`config.mk`:
```
export PLATFORM = sky130hd
export DESIGN_NAME = fxa_post
export DESIGN_NICKNAME = d
export VERILOG_FILES = /design/src/rtl/fxa_pkg.sv /design/src/rtl/fxa_post.sv
export SDC_FILE = /design/constraint.sdc
export NUM_CORES = 1
export LEC_CHECK = 0
export BUFFER_PORTS_ARGS = -buffer_cell sky130_fd_sc_hd__buf_2
export CORE_MARGIN = 3
export CORE_UTILIZATION = 50
export DETAILED_ROUTE_END_ITERATION = 12
export GPL_TIMING_DRIVEN = 0
export PLACE_DENSITY = 0.87
export SLEW_MARGIN = 20
export SYNTH_ARGS = -nofsm -noshare
export SYNTH_HDL_FRONTEND = slang
export SYNTH_SLANG_ARGS = --single-unit
```
`constraint.sdc`:
```
create_clock -name clk -period 4.9 [get_ports clk]
set_input_delay 1.47 -clock clk [delete_from_list [all_inputs] [get_ports clk]]
set_output_delay 1.47 -clock clk [all_outputs]
set_load 0.03 [all_outputs]
```
`src/rtl/fxa_pkg.sv`:
```
// Shared types and opcodes for the fixed-point ALU.
`timescale 1ns / 1ps
`default_nettype none

package fxa_pkg;

  localparam int FIELD_WIDTH = 32;

  typedef enum logic [3:0] {
    OP_ADD = 4'd0,
    OP_SUB = 4'd1,
    OP_MUL = 4'd2,
    OP_DIV = 4'd3,
    OP_GT  = 4'd4,
    OP_LT  = 4'd5,
    OP_LE  = 4'd6,
    OP_GE  = 4'd7,
    OP_EQ  = 4'd8,
    OP_NE  = 4'd9,
    OP_INC = 4'd10,
    OP_DEC = 4'd11
  } op_t;

  typedef struct packed {
    logic [3:0]         op;
    logic signed [31:0] operand_a;
    logic signed [31:0] operand_b;
  } operands_t;

  typedef struct packed {
    logic signed [31:0] value;
    logic               compare_true;
    logic               divide_by_zero;
  } result_t;

  // Per-word control that rides along the cell row.
  typedef struct packed {
    logic [3:0] op;
    logic       neg;
    logic       cmp;
    logic       dz;
  } ctrl_t;

endpackage

`default_nettype wire

```
`src/rtl/fxa_post.sv`:
```
// Output stage: sign fix-up, product scaling, result select and output register.
`timescale 1ns / 1ps
`default_nettype none

module fxa_post #(
  parameter int RAW_WIDTH = 32,
  parameter int FRAC_BITS = 8
) (
  input  logic                   clk,
  input  logic                   rst,
  input  logic                   up_valid,
  input  fxa_pkg::ctrl_t         up_ctrl,
  input  logic [2*RAW_WIDTH-1:0] up_acc,
  input  logic [RAW_WIDTH-1:0]   up_q,
  output logic                   up_ready,
  output logic                   valid,
  input  logic                   stall,
  output fxa_pkg::result_t       word
);
  import fxa_pkg::*;

  localparam int W  = RAW_WIDTH;
  localparam int AW = 2 * RAW_WIDTH;
  localparam int PW = AW + FRAC_BITS;

  logic [AW-1:0]        sprod;
  logic signed [PW-1:0] pext;
  logic signed [PW-1:0] pshift;
  logic [W-1:0]         v_w;
  result_t              word_next;

  assign up_ready = !valid || !stall;

  always_comb begin
    sprod  = up_ctrl.neg ? (AW'(0) - up_acc) : up_acc;
    pext   = PW'($signed(sprod));
    pshift = pext >>> FRAC_BITS;

    unique case (up_ctrl.op)
      OP_MUL: v_w = pshift[W-1:0];
      OP_DIV: begin
        if (up_ctrl.dz) begin
          v_w = '0;
        end else begin
          v_w = up_ctrl.neg ? (W'(0) - up_q) : up_q;
        end
      end
      default: v_w = up_q;
    endcase

    word_next.value          = FIELD_WIDTH'($signed(v_w));
    word_next.compare_true   = up_ctrl.cmp;
    word_next.divide_by_zero = up_ctrl.dz;
  end

  always_ff @(posedge clk) begin
    if (rst) begin
      valid <= 1'b0;
    end else if (up_ready) begin
      valid <= up_valid;
    end
  end

  always_ff @(posedge clk) begin
    if (up_ready && up_valid) begin
      word <= word_next;
    end
  end

endmodule

`default_nettype wire

```
* After elaboration in Yosys (flattened, before gate mapping)
Index checks and enable logic that the tools add are counted.
** Storage, ports and cells
- Register bits after elaboration :: 35
- Word-level logic and storage cells :: 16
- Bits of input ports :: 107
** Operators by class
- Equality and inequality tests :: 2
- Mux-type cells :: 4
- Add/sub/neg operators :: 2
- Reduce and logical (&&, ||, !) cells :: 4
** Operators with widths (count)
- $mux W32 :: 2
- $pmux W32 S2 :: 1
- $mux W40 :: 1
- $sub A1 B40 Y40 const A :: 1
- $sub A1 B32 Y32 const A :: 1
- $eq A4 B2 Y1 const B :: 2
- $logic_not A1 Y1 :: 2
- $logic_and A1 B1 Y1 :: 1
- $logic_or A1 B1 Y1 :: 1

* Depth between registers and ports, before layout
- Depth after elaboration :: 4
- Depth in mapped cells :: 8
- Mapped depth without buffers :: 8

* Least setup slack after synthesis
OpenSTA, ideal clock, no wires.
- Path type :: input to register
- Start point :: in up_q[0]
- End point :: reg word[30] (netlist name), data pin
- Path slack :: 1294 ps
- Arrival time :: 3345 ps
- Cell stages on the path :: 8
- Data required time :: 4639 ps
- Setup time :: 261 ps
- Cell sequence :: inv_1 ha_1 or4b_2 nor3_2 nand3_1 o31ai_1 nor3_1 a221o_1
** On the way
- Word-level cells in the longest chain between the ends :: 4
** Ends and longest elaborated chain
- start: declaration :: RTL line fxa_post.sv:14 : input logic [RAW_WIDTH-1:0] up_q,
- $sub A1 B32 Y32 :: RTL line fxa_post.sv:45 : v_w = up_ctrl.neg ? (W'(0) - up_q) : up_q;
- $mux W32 :: RTL line fxa_post.sv:45
- $mux W32 :: RTL line fxa_post.sv:42 : if (up_ctrl.dz) begin
- $pmux W32 S2 :: RTL line fxa_post.sv:39 : unique case (up_ctrl.op)
- net v_w[28] :: RTL line fxa_post.sv:29 : logic [W-1:0] v_w;
- end signal: assignment :: RTL line fxa_post.sv:66 : word <= word_next;
- end: declaration :: RTL line fxa_post.sv:18 : output fxa_pkg::result_t word
The timed path passes the listed nets, and every way through them passes these cells.
A chain may end at the register's enable or synchronous reset.

* Worst setup path after layout
Ends and elaborated chain as after synthesis.

==> impl_metrics.tcl <==
set metrics [dict create \
    grt_use_total_pct 28.4 \
    post_cts_resized 0 \
    synth_most_common_cell "edfxtp_1" \
    setup-violations-final 0 \
    vias 3613 \
    post-cts-setup-buffers 0 \
    critPathMaxStageDelay_ns 0.68 \
    max_freq_mhz 263 \
    row_count 27 \
    drt_iter0_drc 341 \
    syn_inst 359 \
    rsz0062_at_grt "false" \
    hold_violations 0 \
    status "completed" \
    placement.io_buffers 117 \
    end_kind "flop" \
    synth_fp_nets 467 \
    area_delta_synth_final_pct 25.7 \
    crit_type "input pin to flop" \
    fin_crit_ns 3.80 \
    layout-drive-gt1-share_pct 29.9 \
    grt_pass1_wl_mm 16.3 \
    ios 143 \
    drtPass1Iterations 5 \
    p_leak_nw 1.45 \
    critPathSlowestCell "or4b_2" \
    grt_pass1_vias 3332 \
    power.total_uw 828 \
    slew-limit-headroom_pct 46.5 \
    start_util_pct 53.7 \
    gp_congestion 0.984 \
    async_reset_ff_share_pct 0 \
    crit_chain "buf_2 > inv_1 > ha_1 > or4b_2 > nor3_2 > nand3_1 > o31ai_1 > nor3_1 > a221o_1" \
    syn_area_um2 3070 \
    ir_drop_v 0.000139 \
    place.detailed.hpwl_mm 8.05 \
    die_y_um 84.3 \
    clkTransAtPathRegs_ns 0.07 \
    cts_buffers 5 \
    yosys_warnings 0 \
    via_per_inst 6.49 \
    synth_edf_count 34 \
    hp-class "flop to flop" \
    final_max_slew_viol_count 0 \
    layout.nets 592 \
    antenna_left 0 \
    netlist_top_cells_area "edfxtp_1 (33%), xor2_1 (6.3%), o21ai_0 (4.9%)" \
    synth_top_cell_by_area "edfxtp_1" \
    wl_mm 10.6 \
    die_x_um 84.3 \
    cts_tree "yes" \
    h-tree-depth 2 \
    grt_overflow 0 \
    wl_per_cell_um 18.9 \
    drc 0 \
    antenna_found_initial 0 \
    cts_sinks 35 \
    ys_ff_latch 35 \
    power_density_nw_per_um2 215 \
    ctsHoldBuffers 0 \
    clock_skew_ns 0.0103 \
    insertion_delay_ns 0.29 \
    root_buffer "clkbuf_8" \
    synth-seq-area-share_pct 34.0 \
    cp-start-kind "input pin" \
    fin_crit_sh_pct 77.5 \
    rrSetupSlack_ns 3.79 \
    n_antenna_cell 0 \
    cts_buffer_depth 2 \
    ys_types 59 \
    setup-tns-final_ns 0 \
    maxCapViolations 0 \
    coreArea_um2 5710 \
    dieArea_um2 7110 \
    worst_slew_pin_slew_ns 0.793 \
    critical_path.max_fanout 5 \
    cp.arrival_ns 3.83 \
    required_ns 4.94 \
    synthTopCellsByCount "edfxtp_1 (34), o21ai_0 (30), nand2_1 (25)" \
    netlist.area_leader.share_pct 33.3 \
    ys.flop_type "edfxtp_1" \
    grt_start_max_net_pins 34 \
    syn_area_per_cell_um2 8.54 \
]
==> final cells by class <==
cell class	count	area (µm²)
flip-flops and latches	35	1040
plain buffers	19	83.8
clock buffers	7	86.3
fillers	494	1860
clock inverters	1	5.00
repair buffers	118	606
well taps	72	90.1
inverters	10	37.5
multi-input cells	295	1900
==> placed cells by master, fill, tap and decap left out, drive strengths merged, types with 4 or more instances in the layout <==
master    n
nand4     4
o22ai    11
edfxtp   34
nand2b    4
or4      12
o31ai    13
inv      10
or2       5
nand2    25
a21oi    20
o211ai    5
o21ai    31
or3      13
buf     123
nor4     15
clkbuf   21
a31oi     8
a211oi    4
xnor2    10
nor3     22
nor2     21
xor2     22
o41ai     4
nand3    11
o31a      4
==> critical path, delay by kind of cell <==
family / cells / cell delay [ns]
and+or+nand+nor: 4 / 1.35
AOI/OAI and AO/OA: 2 / 0.58
adders and majority gates: 1 / 0.23
buffers and inverters: 2 / 0.20
==> routing by layer <==
layer	global-route usage, %	up-vias	part of all wire (%)
li1	-	1661	-
met5	0	-	0
met4	9.65	0	2.6
met3	5.10	33	10
met1	37.4	1668	40
met2	46.9	251	47
==> cells by family (layout without fill, tap and decap cells) <==
| logic type | Yosys count | after routing | synth area share [%] |
|---|---|---|---|
| simple gates | 142 | 142 | 26.5 |
| compound gates | 117 | 117 | 25.0 |
| flops | 35 | 35 | 34.0 |
| xor+xnor | 32 | 32 | 9.14 |
| buf+inv | 29 | 155 | 3.96 |
| mux | 3 | 3 | 1.02 |
| fa+ha+maj | 1 | 1 | 0.408 |
==> where the power goes <==
part           internal, mW  leakage (nW)  switching, mW  total, mW
clock network         0.114        0.0482          0.109      0.222
logic                0.0855          1.06          0.160      0.246
registers             0.355         0.339        0.00422      0.360
==> flip-flops by register name, indices dropped and copies added, names as in the netlist <==
name	cells
valid	1
word	34
==> worst paths after layout <==
check,from,end,depth (start not counted)
worst max-delay path,up_q[0],word[30]$_DFFE_PP_,9
worst min-delay path,valid$_SDFFE_PP0N_,valid$_SDFFE_PP0N_,2
worst min register to register,valid$_SDFFE_PP0N_,valid$_SDFFE_PP0N_,2
worst max register to register,valid$_SDFFE_PP0N_,word[18]$_DFFE_PP_,3
==> per-stage QoR <==
step / worst slack (ns) / hold WS (ns) / area [µm²] / utilization, % / instances
6_report: 1.10 / 0.524 / 3850 / 67.5 / 557
5_1_grt: 1.01 / 0.586 / 3850 / 67.5 / 557
4_1_cts: 1.15 / 0.544 / 3850 / 67.5 / 557
3_5_place_dp: 0.846 / 0.530 / 3760 / 65.9 / 549
3_3_place_gp: 0.908 / 0.488 / 3740 / 65.5 / 548
2_1_floorplan: 1.29 / 0.639 / 3070 / - / 359
Power figures use the tool's default switching activity.
