**config.mk**
```make
export PLATFORM = sky130hd
export DESIGN_NAME = fxa_cell
export DESIGN_NICKNAME = d
export VERILOG_FILES = /design/src/rtl/fxa_pkg.sv /design/src/rtl/fxa_cell.sv
export SDC_FILE = /design/constraint.sdc
export NUM_CORES = 1
export LEC_CHECK = 0
export BUFFER_PORTS_ARGS = -buffer_cell sky130_fd_sc_hd__buf_2
export CORE_MARGIN = 2
export CORE_UTILIZATION = 40
export CTS_CLUSTER_DIAMETER = 150
export DETAILED_ROUTE_END_ITERATION = 8
export GPL_ROUTABILITY_DRIVEN = 0
export PLACE_DENSITY = 0.73
export SYNTH_ARGS = -nofsm -noshare
export SYNTH_HDL_FRONTEND = slang
export SYNTH_SLANG_ARGS = --single-unit
```
**constraint.sdc**
```tcl
create_clock -name clk -period 6.5 [get_ports clk]
set_input_delay 1.3 -clock clk [delete_from_list [all_inputs] [get_ports clk]]
set_output_delay 1.3 -clock clk [all_outputs]
set_load 0.01 [all_outputs]
```
**src/rtl/fxa_pkg.sv**
```systemverilog
// Shared types and opcodes for the fixed-point ALU.
`timescale 1ns / 1ps
`default_nettype none

package fxa_pkg;

  localparam int FIELD_WIDTH = 32;

  typedef enum logic [3:0] {
    OP_ADD = 4'd0,
    OP_SUB = 4'd1,
    OP_MUL = 4'd2,
    OP_DIV = 4'd3,
    OP_GT  = 4'd4,
    OP_LT  = 4'd5,
    OP_LE  = 4'd6,
    OP_GE  = 4'd7,
    OP_EQ  = 4'd8,
    OP_NE  = 4'd9,
    OP_INC = 4'd10,
    OP_DEC = 4'd11
  } op_t;

  typedef struct packed {
    logic [3:0]         op;
    logic signed [31:0] operand_a;
    logic signed [31:0] operand_b;
  } operands_t;

  typedef struct packed {
    logic signed [31:0] value;
    logic               compare_true;
    logic               divide_by_zero;
  } result_t;

  // Per-word control that rides along the cell row.
  typedef struct packed {
    logic [3:0] op;
    logic       neg;
    logic       cmp;
    logic       dz;
  } ctrl_t;

endpackage

`default_nettype wire

```
**src/rtl/fxa_cell.sv**
```systemverilog
// One cell of the row: a multiply shift-add step or a restoring divide step.
`timescale 1ns / 1ps
`default_nettype none

module fxa_cell #(
  parameter int RAW_WIDTH = 32,
  parameter int FRAC_BITS = 8
) (
  input  logic                           clk,
  input  logic                           rst,
  input  logic                           up_valid,
  input  fxa_pkg::ctrl_t                 up_ctrl,
  input  logic [RAW_WIDTH+FRAC_BITS-1:0] up_bits,
  input  logic [2*RAW_WIDTH-1:0]         up_acc,
  input  logic [RAW_WIDTH-1:0]           up_q,
  input  logic [RAW_WIDTH-1:0]           up_m,
  output logic                           up_ready,
  input  logic                           dn_ready,
  output logic                           valid,
  output fxa_pkg::ctrl_t                 ctrl,
  output logic [RAW_WIDTH+FRAC_BITS-1:0] bits,
  output logic [2*RAW_WIDTH-1:0]         acc,
  output logic [RAW_WIDTH-1:0]           q,
  output logic [RAW_WIDTH-1:0]           m
);
  import fxa_pkg::*;

  localparam int W  = RAW_WIDTH;
  localparam int N  = RAW_WIDTH + FRAC_BITS;
  localparam int AW = 2 * RAW_WIDTH;

  logic          bit_in;
  logic [W:0]    trial;
  logic [N-1:0]  bits_next;
  logic [AW-1:0] acc_next;
  logic [W-1:0]  q_next;

  assign up_ready = !valid || dn_ready;

  always_comb begin
    bit_in    = up_bits[N-1];
    bits_next = up_bits << 1;
    acc_next  = up_acc;
    q_next    = up_q;
    trial     = {up_acc[W-1:0], bit_in};

    unique case (up_ctrl.op)
      OP_MUL: begin
        acc_next = {up_acc[AW-2:0], 1'b0} + (bit_in ? AW'(up_m) : AW'(0));
      end
      OP_DIV: begin
        // remainder lives in the low bits of acc
        if (trial >= {1'b0, up_m}) begin
          acc_next = AW'(trial - {1'b0, up_m});
          q_next   = {up_q[W-2:0], 1'b1};
        end else begin
          acc_next = AW'(trial);
          q_next   = {up_q[W-2:0], 1'b0};
        end
      end
      default: ;
    endcase
  end

  always_ff @(posedge clk) begin
    if (rst) begin
      valid <= 1'b0;
    end else if (up_ready) begin
      valid <= up_valid;
    end
  end

  always_ff @(posedge clk) begin
    if (up_ready && up_valid) begin
      ctrl <= up_ctrl;
      bits <= bits_next;
      acc  <= acc_next;
      q    <= q_next;
      m    <= up_m;
    end
  end

endmodule

`default_nettype wire

```
== After elaboration in Yosys (flattened, before gate mapping) ==
Cells that the tools add are included.
Storage, ports and cells
  output and inout bits: 177
  register bits: 175
  logic and storage cells: 22
  input bits: 179
Operators by class
  reductions and logical operators: 3
  $lt $le $gt $ge: 1
  add/sub/neg operators: 2
  equality and inequality tests: 2
  mux-type cells: 5
Operators with widths (count)
  case mux 64 bit (2 select lines): 1
  adder 64 x 32 -> 64 bit: 1
  2-to-1 mux 32 bit: 2
  2-to-1 mux 64 bit: 1
  subtractor 33 x 32 -> 34 bit: 1
  greater-or-equal comparator 33 x 32 -> 1 bit: 1
  equality test 4 x 2 -> 1 bit, second input constant: 2
  logical AND 1 bit: 1
  zero test 1 bit: 1
  logical OR 1 bit: 1
  2-to-1 mux 1 bit: 1

== Longest topological paths before layout ==
Gate-level depths: netlist of the first run.
  depth in word-level cells: 3
  depth in mapped cells: 15
  gate-level depth less buffers: 14

== Least setup slack after synthesis of the first run ==
OpenSTA, ideal clock, no wires.
  path type: input-to-reg
  start: input dn_ready
  end: register acc[0] (enable)
  arrival time: 5494 ps
  buffers on the path: 0
  slack: 450 ps
  stages on the path: 2
  cells stage by stage: nand2b_1 and2_1
Between the ends
  word-level cells in the longest chain between the ends: 2
Ends and longest elaborated chain
  start: declaration: line fxa_cell.sv:18  | input logic dn_ready,
  logical OR 1 bit: line fxa_cell.sv:38  | assign up_ready = !valid || dn_ready;
  logical AND 1 bit: line fxa_cell.sv:74  | if (up_ready && up_valid) begin
  end signal: assignment: line fxa_cell.sv:77  | acc <= acc_next;
  end: declaration: line fxa_cell.sv:22  | output logic [2*RAW_WIDTH-1:0] acc,
No other way between the ends.
A chain may end at the register's enable or synchronous reset.

== Worst setup path after layout of the first run ==
  start: input up_bits[39]
  end: register acc[15] (data pin)
Between the ends
  word-level cells in the longest chain between the ends: 3
  elaborated cells on any way between the ends: 6
  those cells by class: add/sub (2); order compare (1); mux (3)
Ends and longest elaborated chain
  start: declaration: line fxa_cell.sv:13  | input logic [RAW_WIDTH+FRAC_BITS-1:0] up_bits,
  2-to-1 mux 32 bit, or another cell as far along: line fxa_cell.sv:49  | acc_next = {up_acc[AW-2:0], 1'b0} + (bit_in ? AW'(up_m) : AW'(0));
  adder 64 x 32 -> 64 bit / 2-to-1 mux 64 bit (equally long branches): line fxa_cell.sv:49, fxa_cell.sv:53
  case mux 64 bit (2 select lines) (*): line fxa_cell.sv:47  | unique case (up_ctrl.op)
  via acc_next[15]: line fxa_cell.sv:35  | logic [AW-1:0] acc_next;
The timed path passes the listed nets; every way through them passes the cells marked *.

==> impl_metrics.env, run 1 <==
export IMPL_post_place_ws_ns=1.42
export IMPL_drive_gt1_frac=0.275
export IMPL_core_um2=28800
export IMPL_clk_pin_slew_ns=0.08
export IMPL_grt_max_degree=77
export IMPL_rsz0062_at_grt="false"
export IMPL_hold_buffers=0
export IMPL_synth_cell_type_count=81
export IMPL_finalClockSkew_ns=0.0155
export IMPL_place_area_um2=13800
export IMPL_ff2ff_path_depth=3
export IMPL_num_vias=10900
export IMPL_initial_core_util=0.408
export IMPL_setup_tns_ns=0
export IMPL_power_frac_seq=0.426
export IMPL_finalHoldViolCount=0
export IMPL_hold_depth=2
export IMPL_hp_class="flop to flop"
export IMPL_ios=356
export IMPL_routed_wirelength_um=38100
export IMPL_cts_root_buf="clkbuf_16"
export IMPL_ys_warn_count=0
export IMPL_crit_path_max_fanout=24
export IMPL_synthFlopType="edfxtp_1"
export IMPL_synth_common_cells="nand2_1, edfxtp_1, nor2_1"
export IMPL_worst_slack_ns=1.82
export IMPL_setup_viol=0
export IMPL_grt_pass1_wl_um=57800
export IMPL_drt_iter0_drc=1102
export IMPL_yosysTopAreaCell="edfxtp_1"
export IMPL_tritoncts="yes"
export IMPL_comb_power_share=0.241
export IMPL_die_area_um2=30700
export IMPL_critPathArrivalTime_ns=4.88
export IMPL_cp_required_ns=6.70
export IMPL_cts_resized=0
export IMPL_num_fill_cells=2687
export IMPL_maxCapViolCount=0
export IMPL_clk_latency_ns=0.46
export IMPL_ys_seq_area_frac=0.447
export IMPL_yosysMostFrequentCell="nand2_1"
export IMPL_cts_buffers=17
export IMPL_synth_area_leaders="edfxtp_1, ha_1, nand2_1, a21oi_1, xnor2_1"
export IMPL_ctsLongestPathBuffers=2
export IMPL_first_pass_iters=6
export IMPL_first_global_vias=10600
export IMPL_fmax_mhz=214
export IMPL_final_max_slew_violation_count=0
export IMPL_switching_power_mw=1.02
export IMPL_critPathKind="input pin to flop"
export IMPL_nets=1806
export IMPL_clockPowerShare=0.332
export IMPL_netlist_area_um2=11700
export IMPL_postSynthCellCount=1231
export IMPL_synth_seq_cells=175
export IMPL_htreeDepth=4
export IMPL_die_w_um=175
export IMPL_tightest_slew_ns=1.01
export IMPL_portBuffers=354
export IMPL_synthToLayoutAreaGrowth_pct=23.0
export IMPL_clkSinkCount=175
export IMPL_drc=0
export IMPL_rows=62
export IMPL_swShare=0.322
export IMPL_avgRoutedWirePerCell_um=19.5
export IMPL_final_period_utilization=0.719
export IMPL_die_height_um=175
export IMPL_viasPerCell=5.58
export IMPL_ff2ff_setup_slack_ns=4.05
export IMPL_place_hpwl_um=29300
export IMPL_leakagePower_nw=6.30
export IMPL_postCtsSetupBuffers=0
export IMPL_worstSetupEndpointType="flop"
export IMPL_finalPower_mw=3.17
export IMPL_p_int_mw=2.15
export IMPL_postSynthAreaPerCell_um2=9.53
export IMPL_peakVddDrop_v=0.000152
export IMPL_fin_crit_ns=4.68
export IMPL_overflow=0
export IMPL_drtAntennaViolNets=0
export IMPL_syn_nets=1476
export IMPL_power_density_nw_per_um2=220
export IMPL_synth_edf_count=174
export IMPL_slew_headroom=0.326
export IMPL_synthDominantCellAreaShare=0.445
export IMPL_status="complete, no violations"
export IMPL_antenna_found_initial=2
export IMPL_async_flop_share=0
export IMPL_startpoint_type="input pin"
export IMPL_grt_usage=0.243
export IMPL_final_cell_area_um2=14400
## through the flow
stage	cells	hold WS [ns]	utilization
2_1_floorplan	1231	0.593	-
3_3_place_gp	1926	0.535	0.481
3_5_place_dp	1926	0.550	0.481
4_1_cts	1958	0.562	0.501
5_1_grt	1960	0.605	0.501
6_report	1960	0.568	0.501
## worst max-delay path: stages
cell and delay [ns]:
buf_2 0.11, inv_1 0.06, ha_1 0.23, fa_1 0.45
nor2b_4 0.14, o31a_1 0.20, o31a_1 0.26, o21a_1 0.25
o21ai_2 0.09, o311ai_4 0.68, buf_4 0.42, buf_4 0.23
mux2i_1 0.20, nor2_1 0.06, o22a_1 0.18
## cell type report
| class | count | area (um^2) | area share |
|---|---|---|---|
| Antenna cell | 2 | 5.00 | 0.000347 |
| Clock buffer | 17 | 425 | 0.0295 |
| Clock inverter | 15 | 159 | 0.0110 |
| Inverter | 56 | 210 | 0.0146 |
| Multi-Input combinational cell | 944 | 6040 | 0.418 |
| Sequential cell | 175 | 5250 | 0.363 |
| Tap cell | 384 | 480 | 0.0333 |
| Timing Repair Buffer | 367 | 1870 | 0.130 |
## routing by layer
metal | track usage | vias up | share of wire
met2 | 0.415 | 545 | 0.49
li1 | - | 5176 | -
met5 | 0 | - | 0
met4 | 0.0785 | 0 | 0.022
met3 | 0.0558 | 54 | 0.086
met1 | 0.304 | 5155 | 0.40
## path summary, 6_finish.rpt
path,startpoint,endpoint
max,up_bits[39],acc[15]
min,valid,valid
max reg2reg,valid,m[12]
min reg2reg,valid,valid
## sequential cells by signal (all words and copies together), names as in the netlist
signal,flops
acc,64
ctrl,7
valid,1
q,32
m,32
bits,39
## power groups by stage
stage                     logic [mW]  registers (mW)  clock network (mW)
after global routing           0.838            1.36                1.11
final                          0.766            1.35                1.05
after detailed placement       0.750            1.38                   0
after global placement         0.738            1.38                   0
after CTS                      0.757            1.35                1.07
after floorplan                0.442            1.43                   0
## cell usage in the layout (no fill, tap or decap), drive strengths merged, types with 15 or more instances in the layout
| master | count |
|---|---|
| a21o | 27 |
| a21oi | 101 |
| and3 | 15 |
| buf | 367 |
| clkbuf | 17 |
| edfxtp | 174 |
| ha | 64 |
| inv | 65 |
| mux2i | 17 |
| nand2 | 209 |
| nand3 | 27 |
| nand4 | 20 |
| nor2 | 109 |
| nor3 | 18 |
| o211ai | 34 |
| o21ai | 59 |
| xnor2 | 51 |
| xor2 | 25 |
## logic make-up after synthesis
group,after synthesis,share of synthesized area
AO/OA/AOI/OAI,338,0.200
XOR/XNOR,76,0.0567
adder cells (fa/ha/maj),66,0.0716
buffers and inverters,112,0.0399
flip-flops,175,0.447
multiplexers,23,0.0203
other,1,0.000320
AND/OR/NAND/NOR,440,0.164
Power figures use the tool's default switching activity.
==> inputs of run 2 (changes only) <==
--- a/config.mk
+++ b/config.mk
@@ -11,7 +11,7 @@
 export CTS_CLUSTER_DIAMETER = 150
 export DETAILED_ROUTE_END_ITERATION = 8
 export GPL_ROUTABILITY_DRIVEN = 0
-export PLACE_DENSITY = 0.73
+export PLACE_DENSITY = 0.75
 export SYNTH_ARGS = -nofsm -noshare
 export SYNTH_HDL_FRONTEND = slang
 export SYNTH_SLANG_ARGS = --single-unit
==> constraint.sdc (replaced) <==
create_clock -name clk -period 4 [get_ports clk]
set_input_delay 0.8 -clock clk [delete_from_list [all_inputs] [get_ports clk]]
set_output_delay 0.8 -clock clk [all_outputs]
set_load 0.01 [all_outputs]
==> run 2 against run 1 <==
Effect of this change: die area unchanged; via count up 2.1%; final cell count up 2.7%; wire length is 0.36% higher; first-iteration DRC count up 11%; sequential share of layout area is 1.0 points lower; clock power grew 55%; power up 62%; sequential cell count is the same; critical path type unchanged; largest power group unchanged; highest routed layer is now met5.
==> impl_metrics.env, run 2 (synthesized netlist as in run 1, its figures left out) <==
export IMPL_cp_required_ns=4.18
export IMPL_setup_viol=0
export IMPL_path_delay_family="compound AO/OA/AOI/OAI gates"
export IMPL_critPathArrivalTime_ns=3.89
export IMPL_grt_busiest_layer="met2"
export IMPL_clk_latency_ns=0.45
export IMPL_cp_cell_sequence="buf_2, inv_1, buf_4, nor2_1, ha_1, o211ai_1, nor2_1, o211ai_2, a21oi_2, o211ai_2, buf_4, a2111oi_2, nand3_1, xor2_1, o221ai_1"
export IMPL_maxCapViolCount=0
export IMPL_slew_headroom=0.535
export IMPL_final_common_cell="buf_2"
export IMPL_initial_core_util=0.408
export IMPL_largest_reg_flops=64
export IMPL_leakagePower_nw=6.55
export IMPL_hp_class="input pin to flop"
export IMPL_die_area_um2=30700
export IMPL_drc=0
export IMPL_viasPerCell=5.55
export IMPL_finalClockSkew_ns=0.0264
export IMPL_power_frac_seq=0.428
export IMPL_p_int_mw=3.52
export IMPL_clockPowerShare=0.317
export IMPL_critPathKind="input pin to flop"
export IMPL_worstSetupEndpointType="flop"
export IMPL_ff2ff_setup_slack_ns=2.32
export IMPL_avgRoutedWirePerCell_um=19.0
export IMPL_worst_path_stages=15
export IMPL_peakVddDrop_v=0.000230
export IMPL_first_global_vias=10700
export IMPL_nets=1855
export IMPL_setup_tns_ns=0
export IMPL_rows=62
export IMPL_ios=356
export IMPL_placedCellCount=1975
export IMPL_fmax_mhz=269
export IMPL_overflow=0
export IMPL_post_place_ws_ns=-0.106
export IMPL_postCtsSetupBuffers=0
export IMPL_finalHoldViolCount=0
export IMPL_cp_slowest_stage_delay_ns=0.43
export IMPL_place_hpwl_um=30300
export IMPL_power_density_nw_per_um2=346
export IMPL_status="complete, no violations"
export IMPL_holdWs_ns=0.501
export IMPL_antenna_found_initial=4
export IMPL_grt_pass1_wl_um=57500
export IMPL_worstReg2RegEnd="acc[4]"
export IMPL_final_max_slew_violation_count=0
export IMPL_synthToLayoutAreaGrowth_pct=26.5
export IMPL_final_core_util=0.516
export IMPL_drt_iter0_drc=1218
export IMPL_hold_depth=2
export IMPL_rr_startpoint="valid"
export IMPL_fin_crit_ns=3.71
export IMPL_clkSinkCount=175
export IMPL_clk_pin_slew_ns=0.07
export IMPL_ff2ff_path_depth=3
export IMPL_crit_path_max_fanout=28
export IMPL_grt_usage=0.242
export IMPL_die_w_um=175
export IMPL_portBuffers=354
export IMPL_rsz0062_at_grt="false"
export IMPL_htreeDepth=4
export IMPL_cts_root_buf="clkbuf_16"
export IMPL_drive_gt1_frac=0.296
export IMPL_tritoncts="yes"
export IMPL_swShare=0.314
export IMPL_core_um2=28800
export IMPL_regMostFlops="acc"
export IMPL_first_pass_iters=5
export IMPL_drtAntennaViolNets=0
export IMPL_reg_largest_list="acc: 64 flops, bits: 39 flops"
export IMPL_fin_cells=2012
export IMPL_grt_max_degree=67
export IMPL_final_cell_mix="buf_2, nand2_1, edfxtp_1, nor2_1, a21oi_1"
export IMPL_cts_resized=0
export IMPL_cp_slowest_cell="a2111oi_2"
export IMPL_hold_buffers=0
export IMPL_critical_path_buf_inv_count=4
export IMPL_min_from="rst"
export IMPL_tightest_slew_ns=0.696
export IMPL_grtUsageMet3=0.0387
export IMPL_routed_wirelength_um=38300
export IMPL_die_height_um=175
export IMPL_switching_power_mw=1.61
export IMPL_worst_slack_ns=0.286
export IMPL_startpoint_type="input pin"
export IMPL_comb_power_share=0.255
export IMPL_ctsLongestPathBuffers=2
export IMPL_use_met1=0.300
export IMPL_min_to="valid"
export IMPL_final_period_utilization=0.928
export IMPL_num_vias=11200
export IMPL_cts_buffers=17
export IMPL_met2_usage=0.418
## run 2: how the worst max path moves through the flow
stage                startpoint  endpoint  slack [ns]
floorplan           up_bits[39]   acc[19]        0.32
global placement    up_bits[39]   acc[45]      0.0001
detailed placement  up_bits[39]   acc[45]       -0.11
CTS                 up_bits[39]   acc[45]        0.34
global route        up_bits[39]   acc[45]        0.06
finish              up_bits[39]   acc[45]        0.29
## run 2: through the flow
| stage | total power, mW | cell area, um^2 |
|---|---|---|
| global placement | 3.49 | 14300 |
| finish | 5.13 | 14800 |
| CTS | 5.16 | 14800 |
| floorplan | 3.03 | 11700 |
| global route | 5.36 | 14800 |
| detailed placement | 3.52 | 14300 |
## run 2: power by group through the flow
stage | registers (mW) | clock network (mW) | logic (mW)
after global routing | 2.21 | 1.74 | 1.41
final | 2.20 | 1.63 | 1.31
after CTS | 2.20 | 1.68 | 1.29
after global placement | 2.24 | 0 | 1.26
after floorplan | 2.31 | 0 | 0.719
after detailed placement | 2.24 | 0 | 1.28
## run 2: layout make-up
type | instances | area, um^2
Multi-Input combinational cell | 944 | 6040
Sequential cell | 175 | 5250
Clock buffer | 18 | 429
Fill cell | 2596 | 13900
Clock inverter | 14 | 143
Timing Repair Buffer | 416 | 2290
Antenna cell | 5 | 12.5
Tap cell | 384 | 480
Inverter | 56 | 210
## run 2: per-layer routing
metal	part of all wire	wire (um)
met1	0.40	15400
met3	0.080	3060
met5	0.00029	11
met4	0.028	1060
met2	0.49	18800
