<file path="src/rtl/fxa_pkg.sv">
// Shared types and opcodes for the fixed-point ALU.
`timescale 1ns / 1ps
`default_nettype none

package fxa_pkg;

  localparam int FIELD_WIDTH = 32;

  typedef enum logic [3:0] {
    OP_ADD = 4'd0,
    OP_SUB = 4'd1,
    OP_MUL = 4'd2,
    OP_DIV = 4'd3,
    OP_GT  = 4'd4,
    OP_LT  = 4'd5,
    OP_LE  = 4'd6,
    OP_GE  = 4'd7,
    OP_EQ  = 4'd8,
    OP_NE  = 4'd9,
    OP_INC = 4'd10,
    OP_DEC = 4'd11
  } op_t;

  typedef struct packed {
    logic [3:0]         op;
    logic signed [31:0] operand_a;
    logic signed [31:0] operand_b;
  } operands_t;

  typedef struct packed {
    logic signed [31:0] value;
    logic               compare_true;
    logic               divide_by_zero;
  } result_t;

  // Per-word control that rides along the cell row.
  typedef struct packed {
    logic [3:0] op;
    logic       neg;
    logic       cmp;
    logic       dz;
  } ctrl_t;

endpackage

`default_nettype wire

</file>
<file path="src/rtl/fxa_prep.sv">
// Input stage: operand wrap, magnitudes, simple ops and cell row setup.
`timescale 1ns / 1ps
`default_nettype none

module fxa_prep #(
  parameter int RAW_WIDTH = 32,
  parameter int FRAC_BITS = 8
) (
  input  logic                       clk,
  input  logic                       rst,
  input  fxa_pkg::operands_t         word,
  input  logic                       word_valid,
  output logic                       word_ready,
  input  logic                       dn_ready,
  output logic                       valid,
  output fxa_pkg::ctrl_t             ctrl,
  output logic [RAW_WIDTH+FRAC_BITS-1:0] bits,
  output logic [2*RAW_WIDTH-1:0]     acc,
  output logic [RAW_WIDTH-1:0]       q,
  output logic [RAW_WIDTH-1:0]       m
);
  import fxa_pkg::*;

  localparam int W  = RAW_WIDTH;
  localparam int N  = RAW_WIDTH + FRAC_BITS;

  logic signed [W-1:0] a_w;
  logic signed [W-1:0] b_w;
  logic                neg_a;
  logic                neg_b;
  logic [W-1:0]        mag_a;
  logic [W-1:0]        mag_b;
  ctrl_t               ctrl_next;
  logic [N-1:0]        bits_next;
  logic [W-1:0]        q_next;
  logic [W-1:0]        m_next;

  assign word_ready = !valid || dn_ready;

  always_comb begin
    a_w   = W'($signed(word.operand_a));
    b_w   = W'($signed(word.operand_b));
    neg_a = a_w[W-1];
    neg_b = b_w[W-1];
    mag_a = neg_a ? W'(-a_w) : W'(a_w);
    mag_b = neg_b ? W'(-b_w) : W'(b_w);

    ctrl_next.op  = word.op;
    ctrl_next.neg = neg_a ^ neg_b;
    ctrl_next.cmp = 1'b0;
    ctrl_next.dz  = (word.op == OP_DIV) && (b_w == '0);
    bits_next     = '0;
    q_next        = '0;
    m_next        = '0;

    unique case (word.op)
      OP_ADD: q_next = W'(a_w + b_w);
      OP_SUB: q_next = W'(a_w - b_w);
      OP_INC: q_next = W'(a_w + W'(1));
      OP_DEC: q_next = W'(a_w - W'(1));
      OP_MUL: begin
        // multiplier bits feed the row MSB first; leading zeros keep the sum at zero
        bits_next = N'(mag_b);
        m_next    = mag_a;
      end
      OP_DIV: begin
        bits_next = N'(mag_a) << FRAC_BITS;
        m_next    = mag_b;
      end
      OP_GT:  ctrl_next.cmp = a_w > b_w;
      OP_LT:  ctrl_next.cmp = a_w < b_w;
      OP_LE:  ctrl_next.cmp = a_w <= b_w;
      OP_GE:  ctrl_next.cmp = a_w >= b_w;
      OP_EQ:  ctrl_next.cmp = a_w == b_w;
      OP_NE:  ctrl_next.cmp = a_w != b_w;
      default: ;
    endcase
  end

  always_ff @(posedge clk) begin
    if (rst) begin
      valid <= 1'b0;
    end else if (word_ready) begin
      valid <= word_valid;
    end
  end

  always_ff @(posedge clk) begin
    if (word_ready && word_valid) begin
      ctrl <= ctrl_next;
      bits <= bits_next;
      acc  <= '0;
      q    <= q_next;
      m    <= m_next;
    end
  end

endmodule

`default_nettype wire

</file>
<file path="config.mk">
export PLATFORM = sky130hd
export DESIGN_NAME = fxa_prep
export DESIGN_NICKNAME = d
export VERILOG_FILES = /design/src/rtl/fxa_pkg.sv /design/src/rtl/fxa_prep.sv
export SDC_FILE = /design/constraint.sdc
export NUM_CORES = 1
export LEC_CHECK = 0
export BUFFER_PORTS_ARGS = -buffer_cell sky130_fd_sc_hd__buf_2
export CORE_MARGIN = 2
export CORE_UTILIZATION = 39
export CTS_CLUSTER_SIZE = 25
export DETAILED_ROUTE_END_ITERATION = 12
export PLACE_DENSITY = 0.72
export SLEW_MARGIN = 5
export SYNTH_ARGS = -nofsm -noshare
export SYNTH_HDL_FRONTEND = slang
export SYNTH_SLANG_ARGS = --single-unit
</file>
<file path="constraint.sdc">
create_clock -name clk -period 3.9 [get_ports clk]
set_input_delay 0.195 -clock clk [delete_from_list [all_inputs] [get_ports clk]]
set_output_delay 0.195 -clock clk [all_outputs]
set_load 0.01 [all_outputs]
</file>
== Word level (Yosys, flattened, before mapping) ==
Cells that the tools add are included.

* Add/subtract/negate cells: 6
* Magnitude comparators: 4
* Equal/unequal tests: 13
* Multiplexer cells: 6
* Bitwise gates (word level): 1
* Reductions and logical operators: 6

{| class="wikitable"
|+ Operators by type and width
! cell !! number
|-
| 32-bit case mux with 4 select lines || 1
|-
| 40-bit case mux with 2 select lines || 1
|-
| 32-bit two-way mux || 2
|-
| 32-bit negation || 2
|-
| 32-bit case mux with 2 select lines || 1
|-
| 32-bit by 2-bit adder with 32-bit output (second input constant) || 1
|-
| 32-bit adder || 1
|-
| 32-bit == test || 1
|-
| 32-bit greater-or-equal comparator || 1
|-
| 32-bit > comparator || 1
|-
| 32-bit less-or-equal comparator || 1
|-
| 32-bit zero test || 1
|-
| 32-bit < comparator || 1
|-
| 32-bit != test || 1
|-
| 32-bit by 2-bit subtractor with 32-bit output (second input constant) || 1
|-
| 32-bit subtractor || 1
|-
| 4-bit by 3-bit == test with 1-bit output (second input constant) || 4
|-
| 4-bit == test (second input constant) || 4
|-
| 4-bit by 2-bit == test with 1-bit output (second input constant) || 2
|-
| 1-bit case mux with 6 select lines || 1
|-
| 4-bit by 1-bit == test with 1-bit output (second input constant) || 1
|-
| 4-bit zero test || 1
|-
| 1-bit logical AND || 2
|-
| 1-bit zero test || 1
|-
| 2 further kinds || 2
|}

* Flip-flop bits (word level): 112
* Input port bits: 72
* Output and inout bits: 177
* Word-level logic and storage cells: 44

== Depth between registers and ports, before layout ==
Gate-level depths: netlist of run 1.

* Word-level depth: 3
* Mapped depth: 19
* Gate-level depth less buffers: 18

== Worst setup path before layout of run 1 ==
OpenSTA, ideal clock, no wires.

* Kind: input to register
* Start: in word[7] in the netlist's numbering
* End: reg q[25], data pin
* Library setup time: 0.271 ns
* Arrival: 3.968 ns
* Required time: 3.629 ns
* Path slack: -0.339 ns
* Cell stages on the path: 18
* Buffers on the path: 1
* Path through: nor4_1 -> nand4_1 -> or2_2 -> or3_1 -> nor3_1 -> xnor2_1 -> a21oi_1 -> ha_1 -> clkbuf_1 -> a21oi_1 -> o21ai_0 -> a31oi_1 -> a311oi_1 -> o31a_1 -> or4_1 -> a31oi_1 -> xor2_1 -> o22ai_1

* Word-level cells in the longest chain between the ends: 2
* Elaborated cells between the ends (all ways): 3
* Those cells by class: add/sub: 2; mux: 1

{| class="wikitable"
|+ RTL lines
! element !! line !! source
|-
| start, declared || fxa_prep.sv:11 || <nowiki>input fxa_pkg::operands_t word,</nowiki>
|-
| 32-bit subtractor or 32-bit adder (tied branches) || fxa_prep.sv:58, fxa_prep.sv:57 ||
|-
| 32-bit case mux with 4 select lines * || fxa_prep.sv:56 || <nowiki>unique case (word.op)</nowiki>
|-
| via q_next[25] || fxa_prep.sv:35 || <nowiki>logic [W-1:0] q_next;</nowiki>
|-
| end signal, assigned || fxa_prep.sv:93 || <nowiki>q <= q_next;</nowiki>
|-
| end, declared || fxa_prep.sv:19 || <nowiki>output logic [RAW_WIDTH-1:0] q,</nowiki>
|}

Mark *: on every way through the listed nets, which the timed path passes. The rest lies on a longest branch.
A chain may end at the register's enable or synchronous reset.

== Worst setup path in the final report of run 1 ==
* Start: in word[11] in the netlist's numbering
* End: reg q[31], data pin

Same word-level chain as after synthesis.

==> results of run 1 <==
[registers in the layout (all words and copies together), names as in the netlist]
signal,cells
m,32
ctrl,7
bits,40
q,32
valid,1
[worst min-delay path by stage]
stage | startpoint | slack (ps) | end
after CTS | word_valid | 60 | valid$_SDFFE_PP0N_
after detailed placement | rst | 350 | valid$_SDFFE_PP0N_
after global routing | word_valid | 90 | valid$_SDFFE_PP0N_
after global placement | rst | 350 | valid$_SDFFE_PP0N_
after floorplan | rst | 260 | valid$_SDFFE_PP0N_
final | word_valid | 60 | valid$_SDFFE_PP0N_
[stage by stage]
step                      TNS (ps)  util [%]
final                            0      48.9
after global routing          -136      48.9
after CTS                        0      48.6
after detailed placement     -1950      47.3
after global placement       -1700      47.3
after floorplan              -53.5         -
[cell usage after synthesis, types with 11 or more instances]
cell type	number	area share, %
o21ai_0	43	2.2
o22ai_1	81	5.3
o31ai_1	17	1.3
clkbuf_1	32	1.2
nand2_1	73	2.8
nand3_1	17	0.88
ha_1	66	8.6
a21o_1	20	1.6
nor2_1	65	2.5
xnor2_1	86	7.8
nand2b_1	15	0.97
buf_4	64	5.0
xor2_1	52	4.7
inv_1	56	2.2
a21oi_1	84	4.4
nor3_1	16	0.83
nand4_1	11	0.71
or3_1	15	0.97
edfxtp_1	111	35
[per-layer routing]
layer	part of all wire, %	track usage, %	routed length (um)	vias up
li1	-	-	-	4322
met1	48	33.7	14600	4222
met2	43	34.9	13100	393
met3	7.3	2.47	2220	36
met4	2.1	7.06	648	0
met5	0	0	0	-
[repair_timing]
action	CTS	global route
hold buffers	1	0
endpoints found under the hold margin	1	0
pin swaps	1	9
buffers inserted	0	1
gates cloned	0	0
endpoints found under the setup margin	1	7
resized for setup	0	13
[kinds of logic after synthesis]
group                      count (synthesis)  share of synthesized area [%]
muxes                                      3                          0.312
adders and majority gates                 68                           8.99
DFF                                      112                           34.8
xor gates and xnor gates                 138                           12.6
and+or+nand+nor                          265                           14.1
AOI/OAI and AO/OA                        315                           20.6
buffers and inverters                    156                           8.59
other                                      1                         0.0389
[report_power, final]
part	total (mW)	internal (mW)	switching [mW]
clock	0.962	0.462	0.500
sequential	1.45	1.42	0.0243
combinational	1.32	0.546	0.772
[final cells by class]
| cell class | instances | area (sq um) |
|---|---|---|
| sequential | 112 | 3350 |
| clock buffer | 10 | 239 |
| fill | 2366 | 12400 |
| inverter | 56 | 210 |
| timing repair buffer | 294 | 1790 |
| multi-input combinational | 853 | 5800 |
| clock inverter | 6 | 51.3 |
| tap | 324 | 405 |
| antenna | 3 | 7.51 |
[critical path, delay by kind of cell]
kind / cells / cell delay [ps]
simple gates: 7 / 1710
compound gates: 6 / 990
fa+ha+maj: 1 / 370
xor+xnor: 2 / 300
buf+inv: 2 / 250
==> metrics.txt, run 1 <==
Seq cells post-synth 112; CP arrival 3830 ps; CTS tree done; Cells after Synth 1058; commonest cells after routing, fill and taps aside 182 x buf_2, 111 x edfxtp_1, 107 x buf_4, 84 x xnor2_1, 81 x o22ai_1; number of enable flip-flop cells after synthesis 111; Pwr Total 3.73 mW; Vias/cell 5.41; Critical R2R Launch valid$_SDFFE_PP0N_; outcome finished, final reports clean; DRC Markers 0; FF-to-FF End bits[32]$_DFFE_PP_; Clock Skew 15.3 ps; data required time of the worst path 3970 ps; clock root buffer master clkbuf_16; layout cells sized above 1 26.0%; PortBufs 184; Core Footprint 24200 sq um; R2R Setup Slk 2000 ps; number of max-cap violations 0; Hold Path Class input port to register; CP max stage cell or4_4; Final Cell Area 11900 sq um; Setup crit start kind input port; Routed WL per cell 18.4 um; Worst path max stage delay 500 ps; min Tclk post-route 3770 ps; crit path from word[11]; WS Path Type input port to register; Async S/R FF share, synth 0%; Crit Path Max Fanout 4; RSZ-0062 raised after global routing true; routability cong. 0.945; worst vdd ir 0.000216 V; Clock Latency Late Sink 380 ps; H-tree Lvls 3; GRT Residual Overflow 0; Mapped Area 9630 sq um; # placed instances 1637; first-pass GRT wire length 45.4 mm; Power Dens Cells 314 nW/um^2; CTS Buf Count 9; clock-pin transition on the worst setup and hold timing paths 80 ps; Finish-stage setup viols 0; num rows 57; Die Wd 161 um; count of clock tree sinks 112; Detailed Route WL 30.5 mm; I/O pin cnt 249; Synth Flop Type edfxtp_1; hold slack 58.5 ps; Final Non-Filler Cells 1658; PnR worst setup slack 135 ps; 1st-iter DRT viols 741; nets@finish 1466; period utilisation layout 96.5%; Seq/Total Area, Yosys 34.8%; gr usage total 22.8%; Pleak 5.20 nW; Syn. warnings 0; f_max 0.266 GHz; Unique masters post-synth 69; Die Y 161 um; initial antenna violation count 3; Avg Synthesized Cell Area 9.10 sq um; largest net degree at the start of global routing 53; DRT Pass-1 Iters 7; vias 8973; DIE AREA 26000 sq um; critical-path cell list buf_6 > or3_4 > or4_4 > nor2_4 > nand2_2 > or4_4 > xnor2_2 > a21oi_1 > ha_1 > a21o_1 > a221o_1 > buf_4 > nand2_1 > o31ai_1 > a31oi_1 > nand3b_1 > xnor2_1 > o22ai_1; Routed Antenna Nets 0; Crit path top cell by count or4_4; cells on worst reg2reg path 3; max_slew headroom 24.7%; HPWL Detailed 24.5 mm; Least-Margin Pin Slew 1120 ps; Crit. End Element register; dpl cell area 11500 sq um; Max Slew Vio Count 0; initial core utilization 39.7%; post-place setup slack -375 ps; commonest non-fill, non-tap cell in the layout buf_2; number of global-route vias before repair 8132; crit path capture q[31]$_DFFE_PP_; clk buf depth 2; Worst Hold Path Cells 3; Area Overhead vs Synth 23.1%; count of final hold-check violations 0
Note: power is estimated with default switching activity, not from simulation.
==> inputs of run 2 (changes only) <==
Settings changed: CTS_BUF_LIST from default to sky130_fd_sc_hd__clkbuf_8, CTS_CLUSTER_DIAMETER from default to 60, HOLD_SLACK_MARGIN from default to 0.02.
==> run 2 against run 1 <==
Sequential power is essentially flat; final area shrank 0.89%; clock power shrank 25%; cell count grew 0.12%; largest cell class unchanged.
==> metrics.txt, run 2 (same netlist as run 1, synthesis figures left out) <==
outcome finished, final reports clean; Routed WL per cell 18.3 um; grt met2 use 34.7%; min Tclk post-route 3730 ps; Biggest register bits; PnR worst setup slack 165 ps; commonest non-fill, non-tap cell in the layout buf_2; Die Wd 161 um; 1st-iter DRT viols 722; nets@finish 1467; Routed Antenna Nets 0; commonest cells after routing, fill and taps aside 184 x buf_2, 111 x edfxtp_1, 107 x buf_4, 84 x xnor2_1; largest net degree at the start of global routing 53; count of final hold-check violations 0; vias 8952; Max Slew Vio Count 0; Detailed Route WL 30.4 mm; Pleak 5.16 nW; # placed instances 1637; layout cells sized above 1 25.9%; Setup crit start kind input port; H-tree Lvls 3; number of global-route vias before repair 8123; GRT Residual Overflow 0; clk buf depth 2; data required time of the worst path 4010 ps; CTS Buf Count 9; Least-Margin Pin Slew 1150 ps; Clock Skew 21.9 ps; period utilisation layout 95.8%; Die Y 161 um; count of clock tree sinks 112; Largest register FFs 40; Crit. End Element register; gr usage total 22.7%; Clock Latency Late Sink 410 ps; multi-input logic area 5800 sq um; Finish-stage setup viols 0; Hold Path Class input port to register; HPWL Detailed 24.5 mm; Core Footprint 24200 sq um; WS Path Type input port to register; CP arrival 3840 ps; DIE AREA 26000 sq um; register area 3350 sq um; PortBufs 184; DRT Pass-1 Iters 5; f_max 0.268 GHz; Power Dens Cells 297 nW/um^2; Crit Path Max Fanout 4; met3 global-route usage 2.00%; initial core utilization 39.7%; total negative slack 0 ps; I/O pin cnt 249; CTS tree done; grt peak-use layer met2; post-place setup slack -375 ps; routability cong. 0.945; met1 usage 33.7%; max_slew headroom 22.9%; Pwr Total 3.48 mW; Area Overhead vs Synth 22.0%; number of max-cap violations 0; clock-pin transition on the worst setup and hold timing paths 130 ps; clock root buffer master clkbuf_8; fillcell total 2379; largest registers bits x40, m x32, q x32; DRC Markers 0; initial antenna violation count 3; num rows 57; Final Non-Filler Cells 1660; worst vdd ir 0.000145 V; first-pass GRT wire length 45.3 mm; Vias/cell 5.39
-- run 2: repair_timing --
action	in CTS	in global routing
setup buffers	0	1
hold endpoints to repair	1	0
resized for setup	0	10
endpoints found under the setup margin	0	6
hold buffers	2	0
-- run 2: final cells by class --
class | instances | area share (%)
clock inverters | 6 | 0.437
clock buffers | 10 | 1.17
well taps | 324 | 3.45
repair buffers | 295 | 15.2
diodes | 4 | 0.0852
flip-flops and latches | 112 | 28.5
inverters | 56 | 1.79
multi-input cells | 853 | 49.3
-- run 2: path summary, 6_finish.rpt --
check,slack [ps],depth (start not counted),end,startpoint
worst min register to register,1010,2,ctrl[3]$_DFFE_PP_,valid$_SDFFE_PP0N_
worst min-delay path,70,1,ctrl[6]$_DFFE_PP_,word[67]
worst max register to register,1980,3,bits[28]$_DFFE_PP_,valid$_SDFFE_PP0N_
worst max-delay path,170,18,q[31]$_DFFE_PP_,word[11]
-- run 2: power breakdown --
part           switching [mW]  internal [mW]  total, mW
sequential             0.0245           1.42       1.45
clock                   0.463          0.260      0.723
combinational           0.771          0.545       1.32
-- run 2: routing by layer --
layer	vias to the layer above	share of wire, %
met2	382	43
li1	4319	-
met5	-	0
met4	0	2.1
met1	4215	48
met3	36	7.0
-- run 2: per-stage QoR --
step | hold slack [ps] | area (sq um) | util [%]
finish | 71.3 | 11700 | 48.4
global route | 83.8 | 11700 | 48.4
CTS | 66.1 | 11700 | 48.2
detailed placement | 353 | 11500 | 47.3
global placement | 348 | 11500 | 47.3
floorplan | 264 | 9930 | -
-- run 2: critical path, cell delays in order --
cell and delay, ps:
buf_2 100, or3_4 410, or4_4 500, nor2_4 120, nand2_2 80, or4_4 440, xnor2_2 150, a21oi_1 150
ha_1 300, a21o_1 190, a221o_1 360, buf_4 160, nand2_1 50, o31ai_1 60, a31oi_1 170, nand3b_1 110
xnor2_1 150, o22ai_1 110
==> inputs of run 3 (changes only) <==
Settings changed: CORE_UTILIZATION 39 to 50, PLACE_DENSITY 0.72 to 0.87.
==> run 3 against run 2 <==
Register-to-register slack got worse by 20 ps; critical path depth shrank 1; combinational power is essentially flat; clock power fell by 2%; largest power group unchanged; highest routed layer unchanged.
==> metrics.txt, run 3 (same netlist as run 1, synthesis figures left out) <==
worst vdd ir 0.000152 V; first-pass GRT wire length 45.5 mm; vias 9284; critical-path cell list buf_2 > nor4_4 > nand4_1 > or2_4 > or3_4 > xnor2_1 > a21oi_1 > ha_1 > a21oi_2 > o211ai_1 > a31oi_1 > a311oi_1 > o31a_1 > or4_1 > a31oi_1 > xor2_1 > o22ai_1; commonest non-fill, non-tap cell in the layout buf_2; Pwr Total 3.48 mW; Power Dens Cells 300 nW/um^2; R2R Setup Slk 1960 ps; num rows 50; I/O pin cnt 249; Biggest register bits; initial antenna violation count 1; clock root buffer master clkbuf_8; Crit. End Element register; clk buf depth 2; total negative slack 0 ps; initial core utilization 51.1%; Vias/cell 5.84; largest net degree at the start of global routing 61; Clock Latency Late Sink 410 ps; Pleak 5.12 nW; RSZ-0062 raised after global routing true; Crit Path Max Fanout 4; Setup Buffers After CTS 0; data required time of the worst path 4030 ps; count of final hold-check violations 0; HPWL Detailed 24.2 mm; period utilisation layout 96.1%; count of clock tree sinks 112; post-place setup slack -298 ps; max_slew headroom 23.8%; Hold Path Class input port to register; Routed WL per cell 19.2 um; DRC Markers 0; DIE AREA 20400 sq um; Max Slew Vio Count 0; Die Y 143 um; GRT Residual Overflow 0; final cell utilization of the core 61.6%; f_max 0.267 GHz; Detailed Route WL 30.5 mm; worst min-delay path startpoint word_valid; layout cells sized above 1 25.6%; Clock Skew 14.5 ps; gr usage total 29.2%; Finish-stage setup viols 0; CP arrival 3880 ps; outcome finished, final reports clean; nets@finish 1464; PnR worst setup slack 152 ps; Worst path max stage delay 400 ps; crit path from word[7]; CTS tree done; H-tree Lvls 3; routability cong. 0.965; PortBufs 184; Critical R2R Launch valid$_SDFFE_PP0N_; Least-Margin Pin Slew 1140 ps; Die Wd 143 um; CTS Buf Count 9; Setup crit start kind input port; CP max stage cell or4_1; Core Footprint 18800 sq um; WS Path Type input port to register; largest registers bits x40, m x32, q x32; number of max-cap violations 0; Routed Antenna Nets 0; Largest register FFs 40; number of global-route vias before repair 8381; min Tclk post-route 3750 ps; DRT Pass-1 Iters 5; Area Overhead vs Synth 20.4%; Crit path top cell by count a31oi_1; 1st-iter DRT viols 886; commonest cells after routing, fill and taps aside 184 x buf_2, 111 x edfxtp_1, 106 x buf_4, 85 x xnor2_1, 81 x o22ai_1; clock-pin transition on the worst setup and hold timing paths 130 ps
## run 3: changes by cell type in the layout (fill, tap and decap cells not counted), sizes merged
cell / previous run / this run
buf: 293 / 291
clkbuf: 10 / 9
clkinvlp: 2 / 1
diode: 4 / 2
dlygate4sd3: 2 / 1
inv: 58 / 60
## run 3: layer usage
metal,wire (um),global-route usage (%),vias up
li1,-,-,4318
met1,13500,43.4,4355
met5,0,0,-
met2,13400,45.6,562
met4,517,6.77,0
met3,3040,3.39,49
## run 3: through the flow
stage,std cells,instance area (sq um),hold WS [ps]
6_report,1591,11600,33.9
5_1_grt,1590,11600,28.5
4_1_cts,1589,11600,20.1
3_5_place_dp,1572,11400,364
3_3_place_gp,1572,11400,349
2_1_floorplan,1121,9930,264
## run 3: critical path, delay by kind of cell
kind,cells,cell delay (ps)
xor+xnor,2,290
compound gates,8,1450
buf+inv,1,120
fa+ha+maj,1,330
simple gates,5,1500
## run 3: repair_timing
action | CTS | global route
setup endpoints to repair | 0 | 7
gates resized for setup | 0 | 5
hold buffers | 1 | 0
hold endpoints to repair | 1 | 0
## run 3: area by class of cell
class,count,area [sq um]
Sequential cell,112,3350
Tap cell,260,325
Fill cell,1631,7240
Inverter,56,210
Antenna cell,2,5.00
Clock inverter,7,58.8
Multi-Input combinational cell,853,5770
Clock buffer,9,124
Timing Repair Buffer,292,1750
## run 3: path summary, 6_finish.rpt
| path | depth (start not counted) | endpoint |
|---|---|---|
| max | 17 | q[25]$_DFFE_PP_ |
| max reg2reg | 3 | q[29]$_DFFE_PP_ |
| min reg2reg | 2 | valid$_SDFFE_PP0N_ |
| min | 3 | valid$_SDFFE_PP0N_ |
## run 3: power by group
group / switching, mW / internal (mW)
Sequential: 0.0221 / 1.42
Combinational: 0.784 / 0.541
Clock: 0.466 / 0.245
Total: 1.27 / 2.21
